--- src/design/lmp_pkg.sv ---
// ----------------------------------------------------------------------------
// lmp_pkg
// Shared types and constants of the list-mode event word parser: result
// kinds, the result record, the push bundle between parser and result queue.
// ----------------------------------------------------------------------------
package lmp_pkg;

  // result kinds, carried on tuser
  typedef enum logic [2:0] {
    KIND_EVENT   = 3'd0,
    KIND_SAMPLE  = 3'd1,
    KIND_STATS   = 3'd2,
    KIND_BAD_HDR = 3'd3,
    KIND_BAD_EVT = 3'd4,
    KIND_EMPTY   = 3'd5
  } lmp_kind_t;

  // configuration register index (paddr bit 2)
  localparam logic REG_STATS_HEADER_LENGTH = 1'b0;

  // decode constants
  localparam logic [10:0] CRATE_STEP = 11'd100;
  localparam logic [11:0] MODULE_MAX = 12'd4095;
  localparam logic [15:0] ENERGY_SAT = 16'd16383;

  // result queue geometry
  localparam int QUEUE_DEPTH = 4;
  localparam int QPTR_W      = 2;
  localparam int QCNT_W      = 3;

  // tdata width: 131 payload bits padded to whole bytes
  localparam int TDATA_W = 136;

  // one result transaction
  typedef struct packed {
    lmp_kind_t   kind;
    logic [3:0]  channel;
    logic [11:0] module_res;
    logic [47:0] event_time;
    logic [15:0] cfd_time;
    logic [15:0] energy;
    logic [15:0] trace_length;
    logic        pileup;
    logic        saturated;
    logic        virtual_chan;
    logic [15:0] sample;
    logic        last;
  } lmp_result_t;

  // results produced by one accepted word (count is 0, 1 or 2)
  typedef struct packed {
    logic [1:0]  count;
    lmp_result_t first;
    lmp_result_t second;
  } lmp_push_t;

endpackage

--- src/design/lmp_parser.sv ---
// ----------------------------------------------------------------------------
// lmp_parser
// Buffer and event framing state machine. Decodes each accepted word in the
// cycle it arrives and hands zero, one or two result records to the queue.
// ----------------------------------------------------------------------------
module lmp_parser
  import lmp_pkg::*;
(
  input  logic        clk,
  input  logic        rst,
  input  logic        accept,
  input  logic [31:0] data_word,
  input  logic [4:0]  stats_header_length,
  output lmp_push_t   push
);

  typedef enum logic [6:0] {
    PH_LEN   = 7'b0000001,
    PH_MOD   = 7'b0000010,
    PH_HDR0  = 7'b0000100,
    PH_HDR   = 7'b0001000,
    PH_TRACE = 7'b0010000,
    PH_SKIP  = 7'b0100000,
    PH_DRAIN = 7'b1000000
  } phase_t;

  phase_t      phase, phase_next;
  logic [31:0] buffer_words_left, buffer_words_left_next;
  logic [11:0] base_module, base_module_next;
  logic [4:0]  header_word_index, header_word_index_next;
  logic [4:0]  header_words, header_words_next;
  logic [11:0] event_words_left, event_words_left_next;
  logic [11:0] event_words, event_words_next;
  logic [31:0] header_first_word, header_first_word_next;
  logic [31:0] time_low_word, time_low_word_next;
  logic [31:0] time_cfd_word, time_cfd_word_next;
  logic [14:0] trace_words_left, trace_words_left_next;

  logic [31:0] words_dec;
  logic [4:0]  hl;
  logic [11:0] el;
  logic [14:0] tl_half;
  logic [15:0] len_sum;
  logic [5:0]  idx_inc;
  logic [14:0] trace_left_now;
  logic        hdr_stay;

  // event, stats and bad-length records
  function automatic lmp_result_t make_header(input logic [31:0] h, input lmp_kind_t kind,
                                              input logic detail, input logic [31:0] tlw,
                                              input logic [31:0] tcw, input logic [31:0] w3,
                                              input logic [11:0] base);
    lmp_result_t r;
    logic [10:0] crate_off;
    logic [12:0] mod_sum;
    r            = '0;
    crate_off    = {7'b0, h[11:8]} * CRATE_STEP;
    mod_sum      = {1'b0, base} + {2'b0, crate_off};
    r.kind       = kind;
    r.channel    = h[3:0];
    r.module_res = mod_sum[12] ? MODULE_MAX : mod_sum[11:0];
    r.pileup       = h[31];
    r.saturated    = h[30];
    r.virtual_chan = h[29];
    if (detail) begin
      r.event_time   = {tcw[15:0], tlw};
      r.cfd_time     = tcw[31:16];
      r.energy       = h[30] ? ENERGY_SAT : w3[15:0];
      r.trace_length = w3[31:16];
    end
    r.last = 1'b1;
    return r;
  endfunction

  // trace sample record
  function automatic lmp_result_t make_sample(input logic [15:0] s, input logic last_flag);
    lmp_result_t r;
    r        = '0;
    r.kind   = KIND_SAMPLE;
    r.sample = s;
    r.last   = last_flag;
    return r;
  endfunction

  // field slices of the current word
  assign words_dec = buffer_words_left - 32'd1;
  assign hl        = data_word[16:12];
  assign el        = data_word[28:17];
  assign tl_half   = data_word[31:17];
  assign len_sum   = {1'b0, tl_half} + {11'b0, header_words};
  assign idx_inc   = {1'b0, header_word_index} + 6'd1;

  // next state and results
  always_comb begin
    phase_next             = phase;
    buffer_words_left_next = buffer_words_left;
    base_module_next       = base_module;
    header_word_index_next = header_word_index;
    header_words_next      = header_words;
    event_words_left_next  = event_words_left;
    event_words_next       = event_words;
    header_first_word_next = header_first_word;
    time_low_word_next     = time_low_word;
    time_cfd_word_next     = time_cfd_word;
    trace_words_left_next  = trace_words_left;
    trace_left_now         = trace_words_left;
    hdr_stay               = 1'b1;
    push                   = '0;
    if (accept) begin
      case (phase)
        PH_MOD: begin
          base_module_next       = (|data_word[31:12]) ? MODULE_MAX : data_word[11:0];
          buffer_words_left_next = words_dec;
          phase_next             = PH_HDR0;
        end
        PH_HDR0: begin
          buffer_words_left_next = words_dec;
          header_first_word_next = data_word;
          header_words_next      = hl;
          event_words_next       = el;
          header_word_index_next = 5'd1;
          if (stats_header_length != 5'd0 && hl == stats_header_length) begin
            push.count = 2'd1;
            push.first = make_header(data_word, KIND_STATS, 1'b0, time_low_word,
                                     time_cfd_word, 32'd0, base_module);
            event_words_left_next = (el > 12'd1) ? el - 12'd1 : 12'd0;
            phase_next            = (el > 12'd1) ? PH_SKIP : PH_HDR0;
          end else if (!(hl inside {5'd4, 5'd8, 5'd12, 5'd16})) begin
            push.count = 2'd1;
            push.first = make_header(data_word, KIND_BAD_HDR, 1'b0, time_low_word,
                                     time_cfd_word, 32'd0, base_module);
            phase_next = PH_DRAIN;
          end else begin
            phase_next = PH_HDR;
          end
        end
        PH_HDR: begin
          buffer_words_left_next = words_dec;
          if (header_word_index == 5'd1) begin
            time_low_word_next = data_word;
          end
          if (header_word_index == 5'd2) begin
            time_cfd_word_next = data_word;
          end
          if (header_word_index == 5'd3) begin
            push.count = 2'd1;
            if (len_sum != {4'b0, event_words}) begin
              push.first = make_header(header_first_word, KIND_BAD_EVT, 1'b1, time_low_word,
                                       time_cfd_word, data_word, base_module);
              event_words_left_next = (event_words > 12'd4) ? event_words - 12'd4 : 12'd0;
              phase_next            = (event_words > 12'd4) ? PH_SKIP : PH_HDR0;
              hdr_stay              = 1'b0;
            end else begin
              push.first = make_header(header_first_word, KIND_EVENT, 1'b1, time_low_word,
                                       time_cfd_word, data_word, base_module);
              trace_words_left_next = tl_half;
              trace_left_now        = tl_half;
            end
          end
          // header end: go to trace or next event
          if (hdr_stay) begin
            if (header_word_index >= 5'd3 && idx_inc >= {1'b0, header_words}) begin
              phase_next = (trace_left_now != 15'd0) ? PH_TRACE : PH_HDR0;
            end else begin
              header_word_index_next = idx_inc[4:0];
            end
          end
        end
        PH_TRACE: begin
          buffer_words_left_next = words_dec;
          push.count             = 2'd2;
          push.first             = make_sample(data_word[15:0], 1'b0);
          push.second            = make_sample(data_word[31:16], 1'b1);
          trace_words_left_next  = trace_words_left - 15'd1;
          if (trace_words_left == 15'd1) begin
            phase_next = PH_HDR0;
          end
        end
        PH_SKIP: begin
          buffer_words_left_next = words_dec;
          event_words_left_next  = event_words_left - 12'd1;
          if (event_words_left == 12'd1) begin
            phase_next = PH_HDR0;
          end
        end
        PH_DRAIN: begin
          buffer_words_left_next = words_dec;
        end
        default: begin
          // buffer length word
          phase_next = PH_LEN;
          if (data_word == 32'd0) begin
            push.count = 2'd1;
            push.first = '0;
            push.first.kind = KIND_EMPTY;
            push.first.last = 1'b1;
          end else if (data_word != 32'd1) begin
            buffer_words_left_next = data_word - 32'd1;
            phase_next             = PH_MOD;
          end
        end
      endcase
      // end of buffer overrides everything
      if (phase != PH_LEN && words_dec == 32'd0) begin
        phase_next = PH_LEN;
      end
    end
  end

  // state registers
  always_ff @(posedge clk) begin
    if (rst) begin
      phase             <= PH_LEN;
      buffer_words_left <= '0;
      base_module       <= '0;
      header_word_index <= '0;
      header_words      <= '0;
      event_words_left  <= '0;
      event_words       <= '0;
      header_first_word <= '0;
      time_low_word     <= '0;
      time_cfd_word     <= '0;
      trace_words_left  <= '0;
    end else begin
      phase             <= phase_next;
      buffer_words_left <= buffer_words_left_next;
      base_module       <= base_module_next;
      header_word_index <= header_word_index_next;
      header_words      <= header_words_next;
      event_words_left  <= event_words_left_next;
      event_words       <= event_words_next;
      header_first_word <= header_first_word_next;
      time_low_word     <= time_low_word_next;
      time_cfd_word     <= time_cfd_word_next;
      trace_words_left  <= trace_words_left_next;
    end
  end

  // a trace word yields a low sample then a closing high sample
  a_trace_pair: assert property (@(posedge clk) disable iff (rst)
    push.count == 2'd2 |-> (push.first.kind == KIND_SAMPLE && push.second.kind == KIND_SAMPLE
                            && !push.first.last && push.second.last))
    else $error("trace word results malformed");

  // a zero buffer length reports the empty-length error
  a_empty_len: assert property (@(posedge clk) disable iff (rst)
    accept && phase == PH_LEN && data_word == 32'd0
      |-> (push.count == 2'd1 && push.first.kind == KIND_EMPTY))
    else $error("empty buffer not reported");

  // the last word of a buffer returns to the length word
  a_buffer_end: assert property (@(posedge clk) disable iff (rst)
    accept && phase != PH_LEN && buffer_words_left == 32'd1 |=> phase == PH_LEN)
    else $error("buffer end missed");

endmodule

--- src/design/lmp_result_queue.sv ---
// ----------------------------------------------------------------------------
// lmp_result_queue
// Four-entry result register queue. Takes up to two records per cycle from
// the parser and presents one record per transaction on the output side.
// ----------------------------------------------------------------------------
module lmp_result_queue
  import lmp_pkg::*;
(
  input  logic        clk,
  input  logic        rst,
  input  lmp_push_t   push,
  input  logic        pop,
  output lmp_result_t head,
  output logic        not_empty,
  output logic        has_room
);

  lmp_result_t       entries [QUEUE_DEPTH];
  logic [QPTR_W-1:0] wr_ptr;
  logic [QPTR_W-1:0] wr_ptr_second;
  logic [QPTR_W-1:0] rd_ptr;
  logic [QCNT_W-1:0] count;

  assign wr_ptr_second = wr_ptr + QPTR_W'(1);
  assign head          = entries[rd_ptr];
  assign not_empty     = count != '0;
  // room for a full pair of results
  assign has_room      = count <= QCNT_W'(QUEUE_DEPTH - 2);

  // pointers and fill count
  always_ff @(posedge clk) begin
    if (rst) begin
      wr_ptr <= '0;
      rd_ptr <= '0;
      count  <= '0;
    end else begin
      wr_ptr <= wr_ptr + QPTR_W'(push.count);
      rd_ptr <= rd_ptr + QPTR_W'(pop);
      count  <= count + QCNT_W'(push.count) - QCNT_W'(pop);
    end
  end

  // entry storage
  always_ff @(posedge clk) begin
    if (push.count != 2'd0) begin
      entries[wr_ptr] <= push.first;
    end
    if (push.count == 2'd2) begin
      entries[wr_ptr_second] <= push.second;
    end
  end

  a_count_bound: assert property (@(posedge clk) disable iff (rst)
    count <= QCNT_W'(QUEUE_DEPTH))
    else $error("result queue count out of range");

  a_no_overflow: assert property (@(posedge clk) disable iff (rst)
    push.count != 2'd0 |-> (int'(count) + int'(push.count)) <= QUEUE_DEPTH)
    else $error("result queue overflow");

  a_pop_only: assert property (@(posedge clk) disable iff (rst)
    pop && push.count == 2'd0 |=> int'(count) == int'($past(count)) - 1)
    else $error("result queue count not decremented");

endmodule

--- src/design/list_mode_event_word_parser_top.sv ---
// ----------------------------------------------------------------------------
// list_mode_event_word_parser_top
// List-mode readout parser: splits buffers of 32-bit words into event
// records and trace samples, with one APB configuration register.
//
//   channel  dir  signals                          content
//   s_       in   s_tvalid s_tready s_tdata[31:0]   raw buffer word
//   m_       out  m_tvalid m_tready m_tdata m_tuser m_tlast   result record
//   apb      in   psel penable pwrite paddr pwdata prdata pready
//                 stats_header_length at 0x0
//
// One word is accepted per cycle while s_tready is high; its results are written
// into the result queue. Event and error words give one result, a trace word
// gives two, so the output side, one result per transaction, paces trace data.
// s_tready is low while the four-entry result queue holds more than two results.
// rst is synchronous: it clears the framing state, the queue and the register.
// ----------------------------------------------------------------------------
module list_mode_event_word_parser_top
  import lmp_pkg::*;
(
  input  logic               clk,
  input  logic               rst,
  input  logic               s_tvalid,
  output logic               s_tready,
  input  logic [31:0]        s_tdata,   // [31:0] data_word
  output logic               m_tvalid,
  input  logic               m_tready,
  // [3:0] channel, [15:4] module_res, [63:16] event_time, [79:64] cfd_time,
  // [95:80] energy, [111:96] trace_length, [112] pileup, [113] saturated,
  // [114] virtual_chan, [130:115] sample, [135:131] zero
  output logic [TDATA_W-1:0] m_tdata,
  output logic [2:0]         m_tuser,   // [2:0] result_kind
  output logic               m_tlast,
  input  logic               psel,
  input  logic               penable,
  input  logic               pwrite,
  input  logic [2:0]         paddr,
  input  logic [31:0]        pwdata,
  output logic [31:0]        prdata,
  output logic               pready
);

  logic [4:0]  stats_header_length;
  logic        accept;
  logic        has_room;
  lmp_push_t   push;
  lmp_result_t head;

  // configuration register
  assign pready = 1'b1;
  always_ff @(posedge clk) begin
    if (rst) begin
      stats_header_length <= '0;
    end else if (psel && penable && pwrite && pready
                 && paddr[2] == REG_STATS_HEADER_LENGTH) begin
      stats_header_length <= pwdata[4:0];
    end
  end
  assign prdata = (paddr[2] == REG_STATS_HEADER_LENGTH) ? {27'b0, stats_header_length}
                                                        : 32'b0;

  // input transaction
  assign s_tready = has_room;
  assign accept   = s_tvalid && s_tready;

  lmp_parser u_parser (
    .clk                 (clk),
    .rst                 (rst),
    .accept              (accept),
    .data_word           (s_tdata),
    .stats_header_length (stats_header_length),
    .push                (push)
  );

  lmp_result_queue u_queue (
    .clk       (clk),
    .rst       (rst),
    .push      (push),
    .pop       (m_tvalid && m_tready),
    .head      (head),
    .not_empty (m_tvalid),
    .has_room  (has_room)
  );

  // output packing
  assign m_tuser = head.kind;
  assign m_tlast = head.last;
  assign m_tdata = {5'b0, head.sample, head.virtual_chan, head.saturated, head.pileup,
                    head.trace_length, head.energy, head.cfd_time, head.event_time,
                    head.module_res, head.channel};

endmodule

--- config.mk ---
export PLATFORM = sky130hd
export DESIGN_NAME = list_mode_event_word_parser_top
export DESIGN_NICKNAME = d
export VERILOG_FILES = /design/src/design/lmp_pkg.sv /design/src/design/lmp_parser.sv /design/src/design/lmp_result_queue.sv /design/src/design/list_mode_event_word_parser_top.sv
export SDC_FILE = /design/constraint.sdc
export NUM_CORES = 2
export LEC_CHECK = 0
export BUFFER_PORTS_ARGS = -buffer_cell sky130_fd_sc_hd__buf_2
export CAP_MARGIN = 20
export CORE_AREA = 3 3 224 248
export CTS_BUF_LIST = sky130_fd_sc_hd__clkbuf_8 sky130_fd_sc_hd__clkbuf_16
export CTS_CLUSTER_DIAMETER = 50
export DETAILED_ROUTE_END_ITERATION = 7
export DIE_AREA = 0 0 227 251
export PLACE_DENSITY = 0.9
export SYNTH_ARGS = -nofsm -noshare
export SYNTH_HDL_FRONTEND = slang
export SYNTH_SLANG_ARGS = --single-unit
export TNS_END_PERCENT = 30
--- constraint.sdc ---
create_clock -name clk -period 7.2 [get_ports clk]
set_input_delay 1.08 -clock clk [delete_from_list [all_inputs] [get_ports clk]]
set_output_delay 1.08 -clock clk [all_outputs]
set_load 0.03 [all_outputs]
Word-level counts from Yosys, hierarchy flattened
Memory sizes are Yosys's and may differ from the RTL's. A register that Yosys moved wholly into a read port is not among the register bits.
Cells that the tools add are included.
- memory bits (read-only): 0
- latch bits: 0
- memories: 1
- bits in writable memories: 540
- register bits: 208
- word-level logic and storage cells: 153
- output and inout port bits: 175
- shifts and indexed selects: 0
- div/mod/pow operators: 0
- muxes and demuxes: 54
- $mul: 2
- magnitude comparators: 5
- bitwise operators: 1
- add/sub/neg operators: 15
- reduce and logical (&&, ||, !) cells: 31
- equal/unequal tests: 29
- memory list (name ; words ; bits a word ; rd ports ; clocked after Yosys merged registers in ; wr ports ; RTL line ; text):
    u_queue.entries ; 4 ; 135 ; 1 ; 1 ; 2 ; lmp_result_queue.sv:18 ; lmp_result_t entries [QUEUE_DEPTH];
- operators with widths (kind ; count):
    137-bit one-hot mux with 4 select lines ; 1
    136-bit 2-to-1 mux ; 3
    272-bit 2-to-1 mux ; 1
    137-bit 2-to-1 mux ; 1
    135-bit 2-to-1 mux ; 1
    133-bit 2-to-1 mux ; 1
    12-bit 2-to-1 mux ; 8
    32-bit 2-to-1 mux ; 3
    7-bit 2-to-1 mux ; 10
    32-bit logical NOT ; 2
    32-bit by 1-bit subtractor with 32-bit output, second input constant ; 2
    15-bit 2-to-1 mux ; 4
    7-bit one-hot mux with 6 select lines ; 1
    12-bit one-hot mux with 3 select lines ; 1
    32-bit by 1-bit inequality test with 1-bit output, second input constant ; 1
    15-bit one-hot mux with 2 select lines ; 1
    12-bit by 11-bit adder with 13-bit output ; 2
    12-bit by 1-bit subtractor with 12-bit output, second input constant ; 2
    5-bit 2-to-1 mux ; 4
    20-bit OR reduction ; 1
    4-bit by 5-bit multiplier with 9-bit output, second input constant ; 2
    15-bit by 5-bit adder with 16-bit output ; 1
    16-bit 2-to-1 mux ; 1
    16-bit by 12-bit inequality test with 1-bit output ; 1
    49 further kinds ; 82

Longest topological paths before layout
- depth after elaboration: 12
- mapped depth: 17
- depth with buffers taken out: 16

Hierarchy
A second synthesis with hierarchy kept.
- cells, all modules: 3302
- area total of the unflattened synthesis: 40936.8 um^2
- by module, submodules not included (module ; cells each ; times used ; area each (um^2)):
    lmp_result_queue ; 1347 ; 1 ; 26709.4
    lmp_parser ; 1891 ; 1 ; 13681.9
    list_mode_event_word_parser_top ; 64 ; 1 ; 545.5

Worst setup path after synthesis
No wires, ideal clock.
- path type: input-to-reg
- start: input s_tdata[0]
- end: memory u_queue.entries[0][0] (netlist name) (enable)
- arrival time: 3.876 ns
- path buffers: 3
- library setup time: 0.373 ns
- slack: 2.951 ns
- cell stages on the path: 13
- required time: 6.827 ns
- cells stage by stage: clkbuf_1 inv_1 ha_1 nor3b_1 nand4_1 nor3_1 o31ai_1 a31o_4 a21oi_2 a21oi_1 buf_2 buf_2 inv_1
- RTL lines (what ; RTL line ; text):
    from (decl) ; list_mode_event_word_parser_top.sv:25 ; input logic [31:0] s_tdata,
    to (decl) ; lmp_result_queue.sv:18 ;

==> summary.txt <==
Timing
  – Actual slew at the worst max-slew pin: 1.10 ns
  – Slew headroom: 0.257
  – Tmin final: 4.94 ns
  – Final Cycle Share: 0.686
  – Max Fclk: 202 MHz
  – Worst Clk Skew: 0.0356 ns
  – Fin. Hold Viols: 0
  – RSZ-0062 raised after global routing: no
  – Setup_tns: 0 ns
  – Slew Limit Fails: 0
  – Final setup vio count: 0

Die
  – Cell Rows: 89
  – Die Area: 0.0570 mm2
  – Starting Density: 0.644
  – Core Area: 0.0533 mm2
  – Die Ht: 251 um
  – DIE WIDTH: 227 um
  – I/O Pins: 249

Clocking
  – Clock Root Buffer: clkbuf_16
  – Clk Latency, worst-skew pair: 0.66 ns
  – CTS max path bufs: 3
  – Post-CTS Setup Repair Bufs: 0
  – CTS sink cnt: 727
  – CTS tree: built
  – # resized after CTS: 0
  – Hold Buf Count CTS: 0
  – Clock H-tree levels: 3
  – Clock slew at reported path FFs: 0.06 ns
  – Num CTS Buffers: 75

Global routing
  – Initial antenna violation count: 6
  – Number of global-route vias before repair: 29,300
  – First-pass GRT wire length: 165 mm
  – Gr ovfl total: 0
  – GRT Total Usage: 0.366
  – Largest net degree at the start of global routing: 105

Placement
  – GP Congestion: 0.964
  – Dpl hpwl: 61.4 mm
  – Count of input and output buffers: 186
  – Placed Area: 0.0350 mm2

Yosys
  – Yosys cell types: 109
  – Most frequently used flop master after synthesis: dfxtp_1
  – Sequential fraction of the synthesis area: 0.444
  – Synth top area share: 0.382
  – Top post-synthesis cells by area: dfxtp_1 (38%), mux4_2 (8.8%), edfxtp_1 (6.3%), o2bb2ai_1 (5.5%), nand2_1 (3.9%)
  – Number of flops mapped to enable cells by yosys: 72
  – Seq cells post-synth: 727
  – Syn Area/Cell: 9.58 um2
  – Post-Syn Instances: 3,589
  – Mapped Area: 0.0344 mm2
  – Area leader, netlist: dfxtp_1
  – Ys async rst share: 0
  – YS warnings: 0

Setup path
  – Crit. End Element: flip-flop
  – Critical Path Fanout Max: 102
  – Critical path arrival: 5.40 ns
  – Worst Path Required: 7.66 ns
  – Nature of the critical path startpoint: input port
  – Reg-to-reg slack, setup: 2.29 ns
  – CP Class: in2reg
  – R2r startpoint: u_parser.phase[3]$_SDFFE_PP0P_
  – R2r worst-path depth: 10
  – RR Endpoint: u_queue.entries[1][39]$_SDFFE_PP0P_

Hold path
  – Hold Crit Depth: 2
  – Hold_sp: u_parser.time_low_word[7]$_SDFFE_PP0P_
  – Worst hold path class: reg2reg
  – Worst Hold Endpoint: u_parser.time_low_word[7]$_SDFFE_PP0P_

Drt
  – Vias: 30,500
  – Met2 WL: 47.7 mm
  – Post-Route M1 WL: 37.6 mm
  – Detailed Routing Iterations Pass 1: 7
  – Routed len/inst: 24.8 um
  – Via-per-instance ratio: 7.06
  – Total wire length: 107 mm
  – Post-route ant nets: 0
  – Met3 WL post-DR: 14.6 mm
  – Initial drt markers: 4,077
  – Top Metal Used: met5
  – DRC: 0

Cells and area
  – Layout cell share with drive strength beyond 1: 0.150
  – Area grow syn2layout: 8.98%
  – Fill count: 3,567
  – Final core occ: 0.702
  – Nets: 3,725
  – Final instance area: 0.0375 mm2

Job
  – Max_cap viols: 0

Power and ir drop
  – LEAKAGE: 0.0134 uW
  – Worst VDD drop: 0.000257 V
  – PD cells: 256 mW/mm2
  – Pwr Total: 9570 uW

Run status
  – Outcome: complete, no violations
worst max-delay path, cell delays in order:
cell	delay [ns]
buf_2	0.49
inv_1	0.14
ha_1	0.26
nor3b_1	0.22
nand4_1	0.41
nor3_1	0.12
o31ai_1	0.36
a31o_4	0.20
inv_4	0.11
o21ai_4	0.16
buf_4	0.54
buf_4	0.95
o21ai_0	0.29
synth_stat cells (37+ instances only):
library cell and count:
nor2_1 238, nor3_1 71, edfxtp_1 72, a21oi_1 183, o21ai_0 164, o21ai_1 161
xnor2_1 65, o2bb2ai_1 216, buf_4 37, a22oi_1 53, inv_1 65, nand3_1 262
buf_2 46, ha_1 70, dfxtp_1 655, nand2_1 358, clkbuf_1 208, mux4_2 135
stage by stage:
stage          hold slack [ns]  std cells  worst slack, ns
2_1_floorplan            0.427       3620             2.95
3_3_place_gp             0.438       4180             2.00
3_5_place_dp             0.441       4180             1.88
4_1_cts                  0.455       4314             2.45
5_1_grt                  0.472       4314             2.17
6_report                 0.455       4315             2.26
metal layers:
metal | up-vias | track usage
met5 | - | 0
met4 | 10 | 0.223
met3 | 531 | 0.101
met2 | 2360 | 0.557
met1 | 14400 | 0.465
li1 | 13100 | -
final cells by class:
| cell class | count | area (um2) | area share |
|---|---|---|---|
| repair buffers | 224 | 1260 | 0.0336 |
| inverters | 66 | 250 | 0.00668 |
| flip-flops and latches | 727 | 15300 | 0.408 |
| multi-input cells | 2481 | 17300 | 0.463 |
| diodes | 1 | 2.50 | 0.0000668 |
| well taps | 682 | 853 | 0.0228 |
| clock inverters | 45 | 385 | 0.0103 |
| clock buffers | 89 | 2080 | 0.0556 |
cell usage in the layout (no fill, tap or decap), types with 76 or more instances in the layout:
cell type / count
dfxtp_1: 653
inv_1: 82
buf_2: 185
clkbuf_16: 76
nand2_1: 356
o21ai_0: 164
mux4_2: 135
o2bb2ai_1: 216
a21oi_1: 181
nor2_1: 233
nand3_1: 262
o21ai_1: 161
how the worst max path moves through the flow:
stage	start	cells past startpoint	slack, ns	to
after global placement	s_tdata[0]	11	2.00	u_queue.entries[2][12]$_DFFE_PP_
after CTS	u_parser.phase[2]$_SDFFE_PP0P_	10	2.45	u_queue.entries[1][39]$_SDFFE_PP0P_
final	s_tdata[1]	13	2.26	u_queue.entries[1][39]$_SDFFE_PP0P_
after global routing	s_tdata[0]	14	2.17	u_queue.entries[1][39]$_SDFFE_PP0P_
after detailed placement	s_tdata[0]	11	1.88	u_queue.entries[2][7]$_DFFE_PP_
after floorplan	s_tdata[0]	13	2.95	u_queue.entries[0][0]$_DFFE_PP_
registers in the layout, summed over array words and instances (netlist names):
signal,cells
u_parser.header_first_word,28
u_parser.trace_words_left,15
u_parser.buffer_words_left,32
u_parser.event_words_left,12
stats_header_length,5
u_queue.entries,540
u_queue.rd_ptr,2
u_parser.time_low_word,32
u_parser.time_cfd_word,32
u_parser.base_module,12
u_parser.phase,7
u_parser.header_word_index,5
u_queue.wr_ptr,2
u_queue.count,3
power by group:
group | switching [uW] | internal [uW]
registers | 162 | 4130
logic | 855 | 511
clock network | 1720 | 2190
kinds of logic (layout without fill, tap and decap cells):
kind of cell	count (synthesis)	in the layout	synth area share
XOR/XNOR	96	96	0.0247
adder cells (fa/ha/maj)	76	76	0.0290
multiplexers	164	164	0.0969
AND/OR/NAND/NOR	1123	1123	0.154
AO/OA/AOI/OAI	989	989	0.194
buffers and inverters	412	424	0.0568
flip-flops	727	727	0.444
other	2	34	0.000219
(Power assumes the default switching activity.)
